File: config.mk
export PLATFORM = sky130hd
export DESIGN_NAME = ba_ram
export DESIGN_NICKNAME = d
export VERILOG_FILES = /design/src/design/ba_ram.sv
export SDC_FILE = /design/constraint.sdc
export NUM_CORES = 2
export LEC_CHECK = 0
export BUFFER_PORTS_ARGS = -buffer_cell sky130_fd_sc_hd__clkbuf_2
export CAP_MARGIN = 20
export CORE_MARGIN = 3
export CORE_UTILIZATION = 46
export DETAILED_ROUTE_END_ITERATION = 12
export GPL_TIMING_DRIVEN = 0
export PLACE_DENSITY = 0.68
export REMOVE_ABC_BUFFERS = 1
export SLEW_MARGIN = 20
export SYNTH_ARGS = -nofsm -noshare
export SYNTH_HDL_FRONTEND = slang
export SYNTH_SLANG_ARGS = --single-unit
File: constraint.sdc
create_clock -name clk -period 3.1 [get_ports clk]
set_clock_uncertainty 0.1 [all_clocks]
set_input_delay 0.62 -clock clk [delete_from_list [all_inputs] [get_ports clk]]
set_output_delay 0.62 -clock clk [all_outputs]
set_load 0.02 [all_outputs]
File: src/design/ba_ram.sv
`timescale 1ns / 1ps
// ----------------------------------------------------------------------------
// ba_ram
// Simple dual-port RAM: one write port, one read port, registered read data.
// ----------------------------------------------------------------------------
module ba_ram #(
	parameter int AW = 8,
	parameter int DW = 8
) (
	input  logic          clk,
	input  logic          we,
	input  logic [AW-1:0] waddr,
	input  logic [DW-1:0] wdata,
	input  logic          re,
	input  logic [AW-1:0] raddr,
	output logic [DW-1:0] rdata
);

	logic [DW-1:0] mem [2**AW];

	always_ff @(posedge clk) begin
		if (we) begin
			mem[waddr] <= wdata;
		end
		if (re) begin
			rdata <= mem[raddr];
		end
	end

endmodule

==> reports/summary.md <==
TritonCTS built the clock tree. The tools report the number of setup violations in the final report as 1. The post-detailed-route wirelength per cell was 30.4 um; the cell count after synthesis was 3733.

Library cell occupying the most area in the post-synthesis netlist: sky130_fd_sc_hd__edfxtp_1. In the final layout, the share of cells above drive strength 1 is 23.7%. Setup repair after global routing left no endpoint under its margin. The total CTS buffers was 193.

The first global-routing pass estimated 278000 um of wire. Clock tree synthesis selected as its root buffer the cell sky130_fd_sc_hd__clkbuf_16. The cell count of the worst hold path is 1. The total via count in the routed design is 38534, and the mean number of vias per cell is 6.11.

The cell area power density is 625 nW/um^2, and the maximum fanout encountered on the critical timing path is 81. The post-placement setup slack is -2510 ps. The worst hold path belongs to the class input pin to register. The clock net in this run drives a total of 2056 sinks. The logs give 6 for the number of antenna violations at the first check in global routing and 0 for the count of synthesis-stage warnings from yosys.

The logs give 83200 um^2 for the cell area reported after detailed placement and 77.5% for the sequential cell area fraction in the yosys report. After synthesis the netlist holds a flip-flop and latch count of 2056. The number of cells traversed by the worst register-to-register path came out at 6. Yosys attributes the largest share of cell area to sky130_fd_sc_hd__edfxtp_1 78%, sky130_fd_sc_hd__mux4_2 13%, sky130_fd_sc_hd__mux2i_1 1.7%. At the worst endpoint, the arrival time is 3550 ps. The run gives 35.1% as the met2 track demand over resource in global routing. Each instance of the synthesized netlist takes up on average 21.3 um^2. Routability-driven placement finished with a final weighted congestion of 0.798. The first detailed-routing pass ran for 6 iterations. The logs give 27.7 nW for the leakage component of the power and 0.000525 V for the maximum resistive drop on vdd.

For the pin with the worst max-slew slack, the measured transition is 1050 ps. Row generation in the floorplan step produced 152 rows. Yosys mapped a number of flops with a built-in enable equal to 2056. Most used routing layer: met2.

The startpoint identified for the worst hold timing path is wdata[5]. The logs give 840 ps for the clock network latency to the later pin of the worst-skew pair and 54 for the count of unique library cells instantiated by Yosys. For this run, the top clock speed supported by timing is 322 MHz. Internal power comes to 44.5 mW. Walking the worst path, the cells encountered are clkbuf_16, buf_16, buf_16, mux4_2, a22o_1, a221oi_4, o32ai_1, nor3_2, nor4_1. The die boundary height was 422 um; the count of port buffers added during placement was 34.

The core outline area is 172000 um^2, and the clock share of power is 40.3%. In this run the tightest slew margin relative to its limit is 29.8%. The tools report the count of placed standard cells including taps as 5917.

For this configuration, the core starts out at a cell density of 46.3%. Total congestion overflow after global routing: 0. In the synthesized netlist the async set-or-reset flop fraction comes to 0%.

The logs give 0 for the number of remaining DRC errors and 4 for the H-tree depth reported by CTS. The final reports fail on setup timing. The number of global-route vias before repair is 38792, and the endpoint required time on the critical path is 3550 ps.

Global routing consumed, on the met1 layer, 29.2% of the routing resources. The detail route stage leaves a number of antenna-violating nets equal to 0. In the finished design, the share of the clock period the worst path needs comes to 100%. The horizontal die dimension was 422 um.

Once detailed placement completed, the half-perimeter wirelength came to 115000 um. The routing usage on met3 came out at 4.38%. The worst setup path is captured at a register. In this run the power spent charging and discharging nets is 12.0 mW. Compared with the post-synthesis result, the final layout area differs by 13.5%.

The flow ran to the end, but the final reports show violations. For the initial detailed-routing violation count, the log shows 5135. The tools report the area of all placed cells without fillers as 90400 um^2. Global routing used 21.5% of the available tracks across all layers. Leading register cell type out of synthesis: sky130_fd_sc_hd__edfxtp_1.

The clock-pin transition on the worst setup and hold timing paths was 60 ps; the share of total power in combinational logic was 5.4%. Sequential cells account for 54.3% of the total power. The tools report the area of the mapped netlist as 79600 um^2. The most used cell along the critical path is sky130_fd_sc_hd__buf_16. The share of the synthesized area in the top cell type was 77.5%.

The switching part of the total was 21.2%. Startpoint of the worst setup timing path: raddr[1]. The final worst hold slack is 176 ps. Number of violations of the max-capacitance limit: 0.

The worst register-to-register path begins at mem[34][5]. The max-slew violation count came out at 0. Entering global routing, the biggest net connects 118 pins. The count of endpoints failing hold in the final timing report was 0. The largest stage delay on the critical path was 460 ps; the worst-case setup margin in the final layout was -4.83 ps.

The power after layout came out at 56.5 mW. The kind of critical path is input pin to register. Number of standard cells in the layout, taps in and fillers out: 6303. The worst path needs 3100 ps of the cycle, external delays included. After the last flow step, the layout net total stands at 3863. The maximum buffer depth of the clock tree was 3; the final wirelength was 191000 um. In this run, post-CTS hold repair placed 0 buffers.

For this design, the slowest cell found on the critical path is sky130_fd_sc_hd__nor3_2. The count of boundary I/O pins is 35, and the area enclosed by the die boundary is 178000 um^2. The kind of launch point of the worst setup path was an input pin.
==> worst max-delay path: cells and delay by family <==
family | cells | cell delay, ps
AOI/OAI and AO/OA | 3 | 830
and+or+nand+nor | 2 | 610
buffers and inverters | 3 | 950
muxes | 1 | 370
==> area by class of cell <==
type | count | area, um^2
Multi-Input combinational cell | 1442 | 17000
Tap cell | 2310 | 2890
Sequential cell | 2056 | 61700
Fill cell | 13004 | 81600
Timing Repair Buffer | 141 | 2660
Antenna cell | 1 | 2.50
Clock buffer | 236 | 5100
Inverter | 2 | 12.5
Clock inverter | 115 | 948
==> placed cells by master (no fill, tap or decap), types with 12 or more instances in the layout <==
cell type | synthesis | final
sky130_fd_sc_hd__clkbuf_16 | 0 | 200
sky130_fd_sc_hd__clkinv_2 | 0 | 34
sky130_fd_sc_hd__buf_12 | 8 | 12
sky130_fd_sc_hd__nor4_2 | 3 | 12
sky130_fd_sc_hd__a22oi_1 | 133 | 128
sky130_fd_sc_hd__nand3_1 | 34 | 25
sky130_fd_sc_hd__mux4_2 | 454 | 454
sky130_fd_sc_hd__nor4_4 | 0 | 12
sky130_fd_sc_hd__clkinv_1 | 1 | 51
sky130_fd_sc_hd__bufbuf_16 | 0 | 17
sky130_fd_sc_hd__a21oi_1 | 96 | 93
sky130_fd_sc_hd__buf_6 | 21 | 12
sky130_fd_sc_hd__nor2b_1 | 31 | 27
sky130_fd_sc_hd__clkbuf_2 | 0 | 21
sky130_fd_sc_hd__nand2_1 | 33 | 31
sky130_fd_sc_hd__nor3_1 | 22 | 15
sky130_fd_sc_hd__buf_16 | 0 | 46
sky130_fd_sc_hd__bufinv_16 | 0 | 12
sky130_fd_sc_hd__mux2i_1 | 134 | 134
sky130_fd_sc_hd__buf_4 | 27 | 17
sky130_fd_sc_hd__nor2_1 | 282 | 278
sky130_fd_sc_hd__o221ai_1 | 46 | 45
sky130_fd_sc_hd__o22ai_1 | 28 | 28
sky130_fd_sc_hd__edfxtp_1 | 2056 | 2056
sky130_fd_sc_hd__clkbuf_1 | 111 | 38
==> cell usage after synthesis, drive strengths merged (5+ instances only) <==
cell type  count
edfxtp      2056
mux4         456
nor2         282
mux2i        134
a22oi        133
buf          122
clkbuf       111
a21oi         96
o221ai        47
nand3         34
nand2         33
nor2b         31
o22ai         28
nor4          27
nor3          22
a211oi        16
a221oi        14
o21ai         12
nand4         10
o211ai        10
a22o           8
nand2b         8
and2           6
a2111oi        5
o22a           5
o32ai          5
==> final timing paths <==
path                endpoint  slack (ps)
hold reg to reg     rdata[2]        1160
setup reg to reg    rdata[5]         250
setup / recovery    rdata[5]          -5
hold / removal    mem[71][5]         180
==> state kept, by name, indices dropped and copies added (netlist names) <==
register,count
rdata,8
mem,2048
==> power by group through the flow <==
stage / Clock [mW] / Combinational [mW] / Sequential (mW)
detailed placement: 0 / 2.80 / 31.3
CTS: 23.0 / 3.03 / 30.7
global placement: 0 / 3.74 / 31.4
global route: 24.1 / 3.18 / 30.7
finish: 22.8 / 3.03 / 30.7
floorplan: 0 / 1.08 / 31.3
==> per-layer routing <==
layer	up-vias	share of wire [%]
met4	6	3.1
met3	279	8.5
met1	20501	38
met2	1821	50
met5	-	0.019
li1	15927	-
==> metrics by stage <==
step	utilization [%]	setup TNS, ps
3_3_place_gp	47.3	-6997550
4_1_cts	52.5	0
3_5_place_dp	48.4	-463990
2_1_floorplan	-	-604
5_1_grt	52.6	0
6_report	52.6	-4.83
==> logic make-up after synthesis <==
logic type      count (synthesis)  synth area share [%]
simple gates                  466                  2.63
buf+inv                       235                  1.83
compound gates                385                  3.42
mux                           591                  14.6
flops                        2056                  77.5
==> repair_timing <==
item,CTS,global route
hold endpoints to repair,0,0
pin swaps,8,6
endpoints found under the setup margin,8,8
gates resized for setup,57,17
setup buffers,13,4
cloned,18,0
Power figures use the tool's default switching activity.
